### config.mk
export PLATFORM = sky130hd
export DESIGN_NAME = in_order_read_return_buffer
export DESIGN_NICKNAME = d
export VERILOG_FILES = /design/src/sv/rirb_pkg.sv /design/src/sv/in_order_read_return_buffer.sv /design/src/sv/rirb_order_cell.sv /design/src/sv/rirb_merge_cell.sv
export VERILOG_INCLUDE_DIRS = /design/src /design/src/sv
export SDC_FILE = /design/constraint.sdc
export NUM_CORES = 2
export LEC_CHECK = 0
export ABC_AREA = 1
export BUFFER_PORTS_ARGS = -buffer_cell sky130_fd_sc_hd__clkbuf_2
export CAP_MARGIN = 20
export CORE_MARGIN = 10
export CORE_UTILIZATION = 45
export DETAILED_ROUTE_END_ITERATION = 7
export GPL_ROUTABILITY_DRIVEN = 0
export PLACE_DENSITY = 0.68
export SKIP_LAST_GASP = 1
export SLEW_MARGIN = 40
export SYNTH_ARGS = -nofsm -noshare
export SYNTH_HDL_FRONTEND = slang
export SYNTH_SLANG_ARGS = --single-unit
### constraint.sdc
create_clock -name clk -period 18.35 [get_ports clk]
set_input_delay 0.9175 -clock clk [delete_from_list [all_inputs] [get_ports clk]]
set_output_delay 0.9175 -clock clk [all_outputs]
set_load 0.02 [all_outputs]
### src/sv/in_order_read_return_buffer_macros.svh
// Assertion macros shared by the in-order read return buffer.
`ifndef IN_ORDER_READ_RETURN_BUFFER_MACROS_SVH
`define IN_ORDER_READ_RETURN_BUFFER_MACROS_SVH

// Checks in the same cycle: the consequent must hold whenever the antecedent holds.
`define RIRB_ASSERT_NOW(label, ante, cons, msg) \
	label: assert property (@(posedge clk) disable iff (!arst_n) (ante) |-> (cons)) \
		else $error(msg);

// Delayed check: the consequent must hold in the cycle after the antecedent.
`define RIRB_ASSERT_NEXT(label, ante, cons, msg) \
	label: assert property (@(posedge clk) disable iff (!arst_n) (ante) |=> (cons)) \
		else $error(msg);

`endif

### src/sv/rirb_pkg.sv
// Types, constants and codes for the in-order read return buffer.
`timescale 1ns / 1ps
package rirb_pkg;

	localparam int DEPTH       = 16;
	localparam int MERGE_SLOTS = 16;
	localparam int STAMP_W     = 32;
	localparam int ADDR_W      = 40;

	localparam int IN_TDATA_W  = 80;
	localparam int IN_TUSER_W  = 4;
	localparam int OUT_TDATA_W = 80;
	localparam int OUT_TUSER_W = 2;

	localparam logic [1:0] CMD_SEND = 2'd0;
	localparam logic [1:0] CMD_CMPL = 2'd1;
	localparam logic [1:0] CMD_TICK = 2'd2;
	localparam logic [1:0] CMD_NONE = 2'd3;

	localparam logic [1:0] KIND_READ = 2'd0;

	localparam logic [1:0] RES_SEND = 2'd0;
	localparam logic [1:0] RES_CMPL = 2'd1;
	localparam logic [1:0] RES_REL  = 2'd2;
	localparam logic [1:0] RES_NONE = 2'd3;

	typedef enum logic [1:0] {
		ST_IDLE = 2'b01,
		ST_TICK = 2'b10
	} state_t;

	typedef struct packed {
		logic               valid;
		logic [STAMP_W-1:0] stamp;
		logic [ADDR_W-1:0]  addr;
		logic               notify;
	} order_entry_t;

	typedef struct packed {
		logic               push;
		logic               pop;
		logic [STAMP_W-1:0] stamp;
		logic [ADDR_W-1:0]  addr;
		logic               notify;
	} order_ctl_t;

	typedef struct packed {
		logic               valid;
		logic [STAMP_W-1:0] stamp;
	} merge_entry_t;

	typedef struct packed {
		logic               ins;
		logic               pop;
		logic [STAMP_W-1:0] stamp;
	} merge_ctl_t;

endpackage

### src/sv/in_order_read_return_buffer.sv
// Top level of the in-order read return buffer: request decode, release sequencer, output register.
`timescale 1ns / 1ps
// A send request answers whether it was accepted; accepted reads join an order queue of DEPTH
// cells. A completion is inserted in sorted position into a chain of sixteen merge cells, so
// the smallest stamp always sits in the first cell; a full chain drops it and flags overflow.
// A tick is first taken in and then releases results one at a time, each step waiting while a
// result is held in the output register: each step compares the two head cells, and on a match
// releases the read and shifts both chains by one. The tick ends after a read with a callback,
// or when the next pair does not match, and answers "nothing released" if no read was released.
// Input requests are not taken while a tick is releasing, nor while a result waits in the
// output register and is not being read in the same cycle. Command 3 is taken and ignored.
module in_order_read_return_buffer (
	input  logic                              clk,
	input  logic                              arst_n,
	input  logic                              s_tvalid,
	output logic                              s_tready,
	// arrive_stamp, address, has_callback, controller_accepted, zero padding
	input  logic [rirb_pkg::IN_TDATA_W-1:0]   s_tdata,
	// cmd, req_kind
	input  logic [rirb_pkg::IN_TUSER_W-1:0]   s_tuser,
	output logic                              m_tvalid,
	input  logic                              m_tready,
	// accepted, released_stamp, released_address, released_notify, merge_overflow, zero padding
	output logic [rirb_pkg::OUT_TDATA_W-1:0]  m_tdata,
	// result_kind
	output logic [rirb_pkg::OUT_TUSER_W-1:0]  m_tuser,
	output logic                              m_tlast
);
	import rirb_pkg::*;

	`include "in_order_read_return_buffer_macros.svh"

	state_t state_q, state_d;

	logic [1:0]         in_cmd;
	logic [1:0]         in_kind;
	logic [STAMP_W-1:0] in_stamp;
	logic [ADDR_W-1:0]  in_addr;
	logic               in_cb;
	logic               in_ctl;
	logic               in_fire;
	logic               out_free;
	logic               tick_step;
	logic               release_now;
	logic               head_match;
	logic               next_match;
	logic               order_full;
	logic               merge_full;

	order_entry_t o_entry [DEPTH];
	merge_entry_t m_entry [MERGE_SLOTS];
	logic         m_keep  [MERGE_SLOTS];
	order_ctl_t   o_ctl;
	merge_ctl_t   m_ctl;

	logic [DEPTH-1:0]       o_valid;
	logic [DEPTH-1:0]       o_valid_inc;
	logic [MERGE_SLOTS-1:0] m_valid;
	logic [MERGE_SLOTS-1:0] m_valid_inc;

	logic               out_valid_q;
	logic [1:0]         out_kind_q;
	logic               out_acc_q;
	logic [STAMP_W-1:0] out_stamp_q;
	logic [ADDR_W-1:0]  out_addr_q;
	logic               out_notify_q;
	logic               out_ovf_q;
	logic               out_last_q;

	logic               load;
	logic [1:0]         nx_kind;
	logic               nx_acc;
	logic [STAMP_W-1:0] nx_stamp;
	logic [ADDR_W-1:0]  nx_addr;
	logic               nx_notify;
	logic               nx_ovf;
	logic               nx_last;

	assign in_cmd   = s_tuser[1:0];
	assign in_kind  = s_tuser[3:2];
	assign in_stamp = s_tdata[STAMP_W-1:0];
	assign in_addr  = s_tdata[STAMP_W+ADDR_W-1:STAMP_W];
	assign in_cb    = s_tdata[STAMP_W+ADDR_W];
	assign in_ctl   = s_tdata[STAMP_W+ADDR_W+1];

	assign out_free  = !out_valid_q || m_tready;
	assign s_tready  = (state_q == ST_IDLE) && out_free;
	assign in_fire   = s_tvalid && s_tready;
	assign tick_step = (state_q == ST_TICK) && out_free;

	assign order_full = o_entry[DEPTH-1].valid;
	assign merge_full = m_entry[MERGE_SLOTS-1].valid;

	assign head_match = o_entry[0].valid && m_entry[0].valid
		&& (o_entry[0].stamp == m_entry[0].stamp);
	// The pair that becomes the head after this release decides whether the tick goes on.
	assign next_match = o_entry[1].valid && m_entry[1].valid
		&& (o_entry[1].stamp == m_entry[1].stamp);
	assign release_now = tick_step && head_match;

	assign o_ctl = '{
		push:   in_fire && (in_cmd == CMD_SEND) && !order_full && in_ctl
			&& (in_kind == KIND_READ),
		pop:    release_now,
		stamp:  in_stamp,
		addr:   in_addr,
		notify: in_cb
	};

	assign m_ctl = '{
		ins:   in_fire && (in_cmd == CMD_CMPL) && !merge_full,
		pop:   release_now,
		stamp: in_stamp
	};

	for (genvar i = 0; i < DEPTH; i++) begin : g_order
		order_entry_t nxt;
		logic         prv;
		if (i == DEPTH - 1) begin : g_tail
			assign nxt = '0;
		end else begin : g_mid
			assign nxt = o_entry[i+1];
		end
		if (i == 0) begin : g_head
			assign prv = 1'b1;
		end else begin : g_rest
			assign prv = o_entry[i-1].valid;
		end
		rirb_order_cell u_cell (
			.clk        (clk),
			.arst_n     (arst_n),
			.ctl        (o_ctl),
			.prev_valid (prv),
			.next_entry (nxt),
			.entry      (o_entry[i])
		);
		assign o_valid[i] = o_entry[i].valid;
	end

	for (genvar i = 0; i < MERGE_SLOTS; i++) begin : g_merge
		merge_entry_t nxt;
		merge_entry_t prv;
		logic         prv_keep;
		if (i == MERGE_SLOTS - 1) begin : g_tail
			assign nxt = '0;
		end else begin : g_mid
			assign nxt = m_entry[i+1];
		end
		if (i == 0) begin : g_head
			assign prv      = '0;
			assign prv_keep = 1'b1;
		end else begin : g_rest
			assign prv      = m_entry[i-1];
			assign prv_keep = m_keep[i-1];
		end
		rirb_merge_cell u_cell (
			.clk        (clk),
			.arst_n     (arst_n),
			.ctl        (m_ctl),
			.prev_entry (prv),
			.prev_keep  (prv_keep),
			.next_entry (nxt),
			.entry      (m_entry[i]),
			.keep       (m_keep[i])
		);
		assign m_valid[i] = m_entry[i].valid;
	end

	always_comb begin
		state_d   = state_q;
		load      = 1'b0;
		nx_kind   = RES_NONE;
		nx_acc    = 1'b0;
		nx_stamp  = '0;
		nx_addr   = '0;
		nx_notify = 1'b0;
		nx_ovf    = 1'b0;
		nx_last   = 1'b1;
		if (in_fire) begin
			unique case (in_cmd)
				CMD_SEND: begin
					load    = 1'b1;
					nx_kind = RES_SEND;
					nx_acc  = !order_full && in_ctl;
				end
				CMD_CMPL: begin
					load    = 1'b1;
					nx_kind = RES_CMPL;
					nx_ovf  = merge_full;
				end
				CMD_TICK: begin
					state_d = ST_TICK;
				end
				CMD_NONE: begin
					state_d = ST_IDLE;
				end
			endcase
		end else if (tick_step) begin
			load = 1'b1;
			if (head_match) begin
				nx_kind   = RES_REL;
				nx_stamp  = o_entry[0].stamp;
				nx_addr   = o_entry[0].addr;
				nx_notify = o_entry[0].notify;
				nx_last   = o_entry[0].notify || !next_match;
			end
			if (nx_last) begin
				state_d = ST_IDLE;
			end
		end
	end

	always_ff @(posedge clk or negedge arst_n) begin
		if (!arst_n) begin
			state_q     <= ST_IDLE;
			out_valid_q <= 1'b0;
		end else begin
			state_q <= state_d;
			if (load) begin
				out_valid_q <= 1'b1;
			end else if (m_tready) begin
				out_valid_q <= 1'b0;
			end
		end
	end

	always_ff @(posedge clk) begin
		if (load) begin
			out_kind_q   <= nx_kind;
			out_acc_q    <= nx_acc;
			out_stamp_q  <= nx_stamp;
			out_addr_q   <= nx_addr;
			out_notify_q <= nx_notify;
			out_ovf_q    <= nx_ovf;
			out_last_q   <= nx_last;
		end
	end

	assign m_tvalid = out_valid_q;
	assign m_tuser  = out_kind_q;
	assign m_tlast  = out_last_q;
	assign m_tdata  = {(OUT_TDATA_W - STAMP_W - ADDR_W - 3)'(0),
		out_ovf_q, out_notify_q, out_addr_q, out_stamp_q, out_acc_q};

	assign o_valid_inc = o_valid + 1'b1;
	assign m_valid_inc = m_valid + 1'b1;

	`RIRB_ASSERT_NOW(a_order_packed, 1'b1, (o_valid & o_valid_inc) == '0, "order chain has a gap")
	`RIRB_ASSERT_NOW(a_merge_packed, 1'b1, (m_valid & m_valid_inc) == '0, "merge chain has a gap")
	`RIRB_ASSERT_NEXT(a_tick_enter, in_fire && (in_cmd == CMD_TICK), state_q == ST_TICK, "tick lost")
	`RIRB_ASSERT_NOW(a_none_last, m_tvalid && (m_tuser == RES_NONE), m_tlast, "empty tick not last")

endmodule

### src/sv/rirb_order_cell.sv
// One cell of the order queue chain: holds one outstanding read, shifts towards the head.
`timescale 1ns / 1ps
module rirb_order_cell (
	input  logic                  clk,
	input  logic                  arst_n,
	input  rirb_pkg::order_ctl_t   ctl,
	input  logic                  prev_valid,
	input  rirb_pkg::order_entry_t next_entry,
	output rirb_pkg::order_entry_t entry
);
	import rirb_pkg::*;

	logic               valid_q;
	logic [STAMP_W-1:0] stamp_q;
	logic [ADDR_W-1:0]  addr_q;
	logic               notify_q;
	logic               take_push;

	// The first empty cell behind a full one is the tail of the queue.
	assign take_push = ctl.push && !valid_q && prev_valid;

	always_ff @(posedge clk or negedge arst_n) begin
		if (!arst_n) begin
			valid_q <= 1'b0;
		end else if (ctl.pop) begin
			valid_q <= next_entry.valid;
		end else if (take_push) begin
			valid_q <= 1'b1;
		end
	end

	always_ff @(posedge clk) begin
		if (ctl.pop) begin
			stamp_q  <= next_entry.stamp;
			addr_q   <= next_entry.addr;
			notify_q <= next_entry.notify;
		end else if (take_push) begin
			stamp_q  <= ctl.stamp;
			addr_q   <= ctl.addr;
			notify_q <= ctl.notify;
		end
	end

	assign entry = '{valid: valid_q, stamp: stamp_q, addr: addr_q, notify: notify_q};

endmodule

### src/sv/rirb_merge_cell.sv
// One cell of the sorted merge chain: completions are kept in rising stamp order.
`timescale 1ns / 1ps
module rirb_merge_cell (
	input  logic                  clk,
	input  logic                  arst_n,
	input  rirb_pkg::merge_ctl_t   ctl,
	input  rirb_pkg::merge_entry_t prev_entry,
	input  logic                  prev_keep,
	input  rirb_pkg::merge_entry_t next_entry,
	output rirb_pkg::merge_entry_t entry,
	output logic                  keep
);
	import rirb_pkg::*;

	logic               valid_q;
	logic [STAMP_W-1:0] stamp_q;

	// A cell keeps its stamp when it is no larger than the new one, so equal stamps stay in
	// arrival order. The first cell that does not keep takes the new stamp, the rest shift up.
	assign keep = valid_q && (stamp_q <= ctl.stamp);

	always_ff @(posedge clk or negedge arst_n) begin
		if (!arst_n) begin
			valid_q <= 1'b0;
		end else if (ctl.pop) begin
			valid_q <= next_entry.valid;
		end else if (ctl.ins && !keep) begin
			valid_q <= prev_keep ? 1'b1 : prev_entry.valid;
		end
	end

	always_ff @(posedge clk) begin
		if (ctl.pop) begin
			stamp_q <= next_entry.stamp;
		end else if (ctl.ins && !keep) begin
			stamp_q <= prev_keep ? ctl.stamp : prev_entry.stamp;
		end
	end

	assign entry = '{valid: valid_q, stamp: stamp_q};

endmodule
; ---- After elaboration in Yosys (flattened, before gate mapping)
; Cells that the tools add are included.
[op_classes]
add_sub_neg = 0
n_mul = 0
n_div = 0
order_cmp = 16
n_eq_ne = 8
n_shift = 0
n_mux = 230
bitwise = 2
reduce_logical = 158
[op_table]
columns = operator, n
row1 = $mux 32, 75
row2 = $mux 40, 30
row3 = $le 32x32->1, 16
row4 = $mux 1, 119
row5 = $logic_and 1x1->1, 78
row6 = $reduce_bool 2->1, 35
row7 = $eq 32x32->1, 2
row8 = $logic_not 1->1, 35
row9 = $mux 2, 4
row10 = $pmux 2 s2, 2
row11 = $eq 2x2->1 const B, 3
row12 = $eq 2x1->1 const B, 2
row13 = $logic_not 2->1, 2
row14 = $reduce_and 2->1, 2
row15 = $reduce_or 2->1, 2
row16 = $ne 3x1->1 const B, 1
row17 = $reduce_and 3->1, 1
row18 = $reduce_or 3->1, 1
row19 = $logic_or 1x1->1, 2
row20 = $not 1->1, 2
[word_totals]
reg_bits = 1793
latchBits = 0
ramBits = 0
rom_bits = 0
inputBits = 88
mem_count = 0

; ---- Longest topological paths before layout
[depth]
word_depth = 12
ltp_mapped = 20
mapped_depth_nobuf = 19

; ---- Cells and area by module
; A second synthesis with hierarchy kept.
[hier_totals]
cells_unflattened = 10918
hier_area_um2 = 96415.0
[modules_own_cells]
columns = mod, n_inst, cells_each, area_each_um2, seq_area_each_um2
row1 = rirb_order_cell, 16, 319, 3223.1, 2217.1
row2 = rirb_merge_cell, 16, 330, 2528.7, 985.9
row3 = in_order_read_return_buffer, 1, 534, 4386.7, 2418.6

; ---- Worst setup path after synthesis
; No wires, ideal clock.
[synth_timing]
kind = input to register
from = in m_tready
to = reg g_order[11].u_cell.addr_q[0], enable pin
setup_ns = 0.613
arrival_ns = 7.501
t_required_ns = 17.737
setup_slack_ns = 10.236
path_stages = 11
path_buffers = 1
cell_sequence = inv_1 nand2_1 inv_1 nor2_2 nand2_1 nor2_1 nand2_1 nor2_2 nand3_2 clkbuf_1 o31ai_1
[synth_between]
elab_chain_len = 10
elab_cells_between_ends = 12
classes_between = reduce/logical (12)
[synth_rtl]
columns = item, line
row1 = start: declaration, in_order_read_return_buffer.sv:22  ; input logic m_tready,
row2 = $logic_or 1x1->1, in_order_read_return_buffer.sv:86  ; assign out_free = !out_valid_q || m_tready;
row3 = $logic_and 1x1->1, in_order_read_return_buffer.sv:87  ; assign s_tready = (state_q == ST_IDLE) && out_free;
row4 = via s_tready, in_order_read_return_buffer.sv:16  ; output logic s_tready,
row5 = $logic_and 1x1->1, in_order_read_return_buffer.sv:88  ; assign in_fire = s_tvalid && s_tready;
row6 = $logic_and 1x1->1 (3 in a row), in_order_read_return_buffer.sv:102  ; push: in_fire && (in_cmd == CMD_SEND) && !order_full && in_ctl
row7 = $logic_and 1x1->1, in_order_read_return_buffer.sv:103  ; && (in_kind == KIND_READ),
row8 = $logic_and 1x1->1 (2 in a row), rirb_order_cell.sv:20  ; assign take_push = ctl.push && !valid_q && prev_valid;
row9 = $reduce_bool 2->1 (no line), n/a
row10 = end signal: assignment, rirb_order_cell.sv:35  ; addr_q <= next_entry.addr;
row11 = end signal: assignment, rirb_order_cell.sv:39  ; addr_q <= ctl.addr;
row12 = end: declaration, rirb_order_cell.sv:15  ; logic [ADDR_W-1:0] addr_q;
; The timed path passes the listed nets, and every way through them passes these cells.
; A chain may end at the register's enable or synchronous reset.

; ---- Worst setup path in the final report
[layout_timing]
from = reg g_order[0].u_cell.stamp_q[28]
to = reg g_merge[10].u_cell.stamp_q[0], enable pin
[layout_between]
elab_chain_len = 4
[layout_rtl]
columns = item, line
row1 = start: declaration, rirb_order_cell.sv:14  ; logic [STAMP_W-1:0] stamp_q;
row2 = start signal: assignment, rirb_order_cell.sv:34  ; stamp_q <= next_entry.stamp;
row3 = start signal: assignment, rirb_order_cell.sv:38  ; stamp_q <= ctl.stamp;
row4 = $eq 32x32->1, in_order_read_return_buffer.sv:95  ; && (o_entry[0].stamp == m_entry[0].stamp);
row5 = $logic_and 1x1->1, in_order_read_return_buffer.sv:95
row6 = $logic_and 1x1->1, in_order_read_return_buffer.sv:99  ; assign release_now = tick_step && head_match;
row7 = $reduce_bool 2->1 (no line), n/a
row8 = end signal: assignment, rirb_merge_cell.sv:34  ; stamp_q <= next_entry.stamp;
row9 = end signal: assignment, rirb_merge_cell.sv:36  ; stamp_q <= prev_keep ? ctl.stamp : prev_entry.stamp;
row10 = end: declaration, rirb_merge_cell.sv:16  ; logic [STAMP_W-1:0] stamp_q;
; Every way passes these cells.

==> impl_metrics.ini <==
[status]
status = finished clean

[timing]
relSlewSlack = 0.412
hold_viol_final = 0
finalSetupTns_ps = 0
hold_slack_ps = 175
tightest_slew_ps = 882
finalSetupViolCount = 0
grt_setup_unrepaired = no
setup_ws_ps = 12910
fin_crit_sh = 0.296
timing.final.crit_period_ps = 5440
slew_violations = 0
fmax_ghz = 0.184
clock-skew-final_ps = 72.5

[yosys]
syn_area_per_cell_sq_um = 9.08
async_flop_share = 0.0195
syn_inst = 10052
ys.warnings.count = 0
synth.most_common_cell = nand2_1
yosys.area.top_type = edfxtp_1
synth-seq-cells = 1793
synth_commonest_cells = 4,313 x nand2_1, 1,653 x edfxtp_1, 994 x nand3_1
synth_top_area_frac = 0.544
synth_edf_count = 1653
synth_cell_type_count = 40
yosysSeqAreaShare = 0.577
synthFlopType = edfxtp_1
synth.area.top_cells = edfxtp_1 54%, nand2_1 18%, ha_1 6.6%
syn-cell-area_sq_um = 91300

[layout]
fin_util = 0.500
fin_area_sq_um = 101000
nFillCells = 18362
fin_nets = 10593
drive_gt1_frac = 0.0720
multiInputGateArea_sq_um = 32900
stdcell_count = 12872
area_growth_pct = 10.7
seqCellArea_sq_um = 52600

[grt]
grt_pass1_vias = 68341
grt_antenna_before_repair = 13
grt_use_met3 = 0.0431
busiest_layer = met2
grt_max_degree = 171
met1_usage = 0.305
use_met2 = 0.373
grt_usage = 0.235
grt-ovfl-total = 0
grt_pass1_wl_um = 409000

[cts]
post_cts_buffers = 0
cts-root-buf = clkbuf_16
cts_hold_buf = 0
cts_inserted_buffers = 190
htreeDepth = 4
cts_tree = done
clock_sinks = 1793
clk_pin_slew_ps = 60
insertion_delay_ps = 860
clk_path_buf_depth = 3
cts_resized = 0

[critical_path]
required_ps = 18890
crit_top_cell = buf_4
critPathKind = register to register
slowest_delay_ps = 750
end_kind = register
cp_max_fo = 97
slowest_stage = buf_4
crit_arrival_ps = 5980
critPathLaunchType = register
crit_chain = xor2_1, nor2_1, nand4_1, nor2_1, nand2_1, nor2_2, buf_4, nand3_4, buf_12, buf_6, buf_6, buf_4, nand2_1, buf_4

[placed_design]
pre_cts_ws_ps = 12690
port_buffers = 161
dpl_cell_area_sq_um = 94400
dp_hpwl_um = 173000
dp.cells = 12502

[route]
vias = 70978
wl_per_cell_um = 20.8
dr.first_iter.drc_count = 8223
drtPass1Iterations = 6
viasPerCell = 5.51
drc = 0
wirelength_um = 268000
ant_nets = 0

[die]
die_x_um = 470
core_area_sq_um = 202000
die-area_sq_um = 221000
num_rows = 165
ioPinCount = 173
start_util = 0.452
die_h_um = 470

[power]
p_switching_mw = 2.22
p_comb_frac = 0.070
p_sw_frac = 0.240
peakVddDrop_uv = 103
cellPowerDensity_nw_per_um2 = 91.9
total_power_mw = 9.28
p_int_mw = 7.06
leakage_nw = 43.4
sequentialPowerShare = 0.500
p_clk_frac = 0.430

[worst_hold_path]
hold_path_class = input port to asynchronous set/reset pin

[job]
maxCapViolations = 0
state kept, by name, indices dropped and copies added, names as in the netlist:
name / count
g_order.u_cell.addr_q: 640
g_merge.u_cell.stamp_q: 512
g_order.u_cell.stamp_q: 512
out_addr_q: 40
out_stamp_q: 32
g_merge.u_cell.valid_q: 16
g_order.u_cell.notify_q: 16
g_order.u_cell.valid_q: 16
m_tuser: 2
state_q: 2
m_tlast: 1
m_tvalid: 1
out_acc_q: 1
out_notify_q: 1
out_ovf_q: 1
final cells by class:
cell class	count	area share
sequential	1793	0.521
multi-input combinational	6819	0.326
clock buffer	268	0.0525
inverter	890	0.0332
tap	2672	0.0331
timing repair buffer	331	0.0227
clock inverter	91	0.0118
antenna	8	0.000198
metal layers:
layer | vias to the layer above | part of all wire
met1 | 33670 | 0.40
li1 | 32996 | -
met3 | 793 | 0.090
met5 | - | 0.00015
met2 | 3513 | 0.45
met4 | 6 | 0.059
power by group through the flow:
| stage | registers, mW | logic (mW) | clock network [mW] |
|---|---|---|---|
| final | 4.64 | 0.651 | 3.99 |
| after global routing | 4.65 | 0.725 | 4.20 |
| after CTS | 4.64 | 0.648 | 4.04 |
| after floorplan | 4.77 | 0.362 | 0 |
| after detailed placement | 4.72 | 0.643 | 0 |
| after global placement | 4.72 | 0.616 | 0 |
cell families after synthesis:
| group | after synthesis | synth area share |
|---|---|---|
| XOR/XNOR | 25 | 0.00240 |
| other | 1 | 0.0000411 |
| AO/OA/AOI/OAI | 570 | 0.0340 |
| buffers and inverters | 1444 | 0.0663 |
| AND/OR/NAND/NOR | 5739 | 0.255 |
| flip-flops | 1793 | 0.577 |
| adder cells (fa/ha/maj) | 480 | 0.0658 |
worst paths after layout:
path | from | to | slack, ps | depth (start not counted)
worst min-delay path | arst_n | m_tvalid | 180 | 2
worst max register to register | g_order[0].u_cell.stamp_q[28] | g_merge[10].u_cell.stamp_q[0] | 12910 | 14
worst max-delay path | g_order[0].u_cell.stamp_q[28] | g_merge[10].u_cell.stamp_q[0] | 12910 | 14
min in group clk | s_tvalid | state_q[0] | 350 | 4
worst min register to register | g_merge[15].u_cell.stamp_q[30] | g_merge[14].u_cell.stamp_q[30] | 480 | 2
max in group asynchronous | arst_n | g_merge[9].u_cell.valid_q | 17530 | 2
critical path: cells and delay by family (launching register included):
family                    cells  cell delay (ps)
buffers and inverters         6             2830
and+or+nand+nor               7              890
xor gates and xnor gates      1              690
DFF                           1              500
cells in the final DEF, fill, tap and decap left out, types with 46 or more instances in the layout:
cell / netlist / final
nand2_2: 68 / 75
clkbuf_2: 0 / 161
nand3_1: 994 / 993
inv_1: 886 / 883
a21oi_1: 266 / 266
buf_4: 41 / 141
nor2_1: 236 / 235
nand2_1: 4313 / 4302
nand4_1: 62 / 62
o211ai_1: 46 / 46
edfxtp_1: 1653 / 1653
o21ai_0: 196 / 194
clkbuf_1: 227 / 53
dfxtp_1: 105 / 105
clkbuf_16: 0 / 191
ha_1: 480 / 480
(Power assumes the default switching activity.)
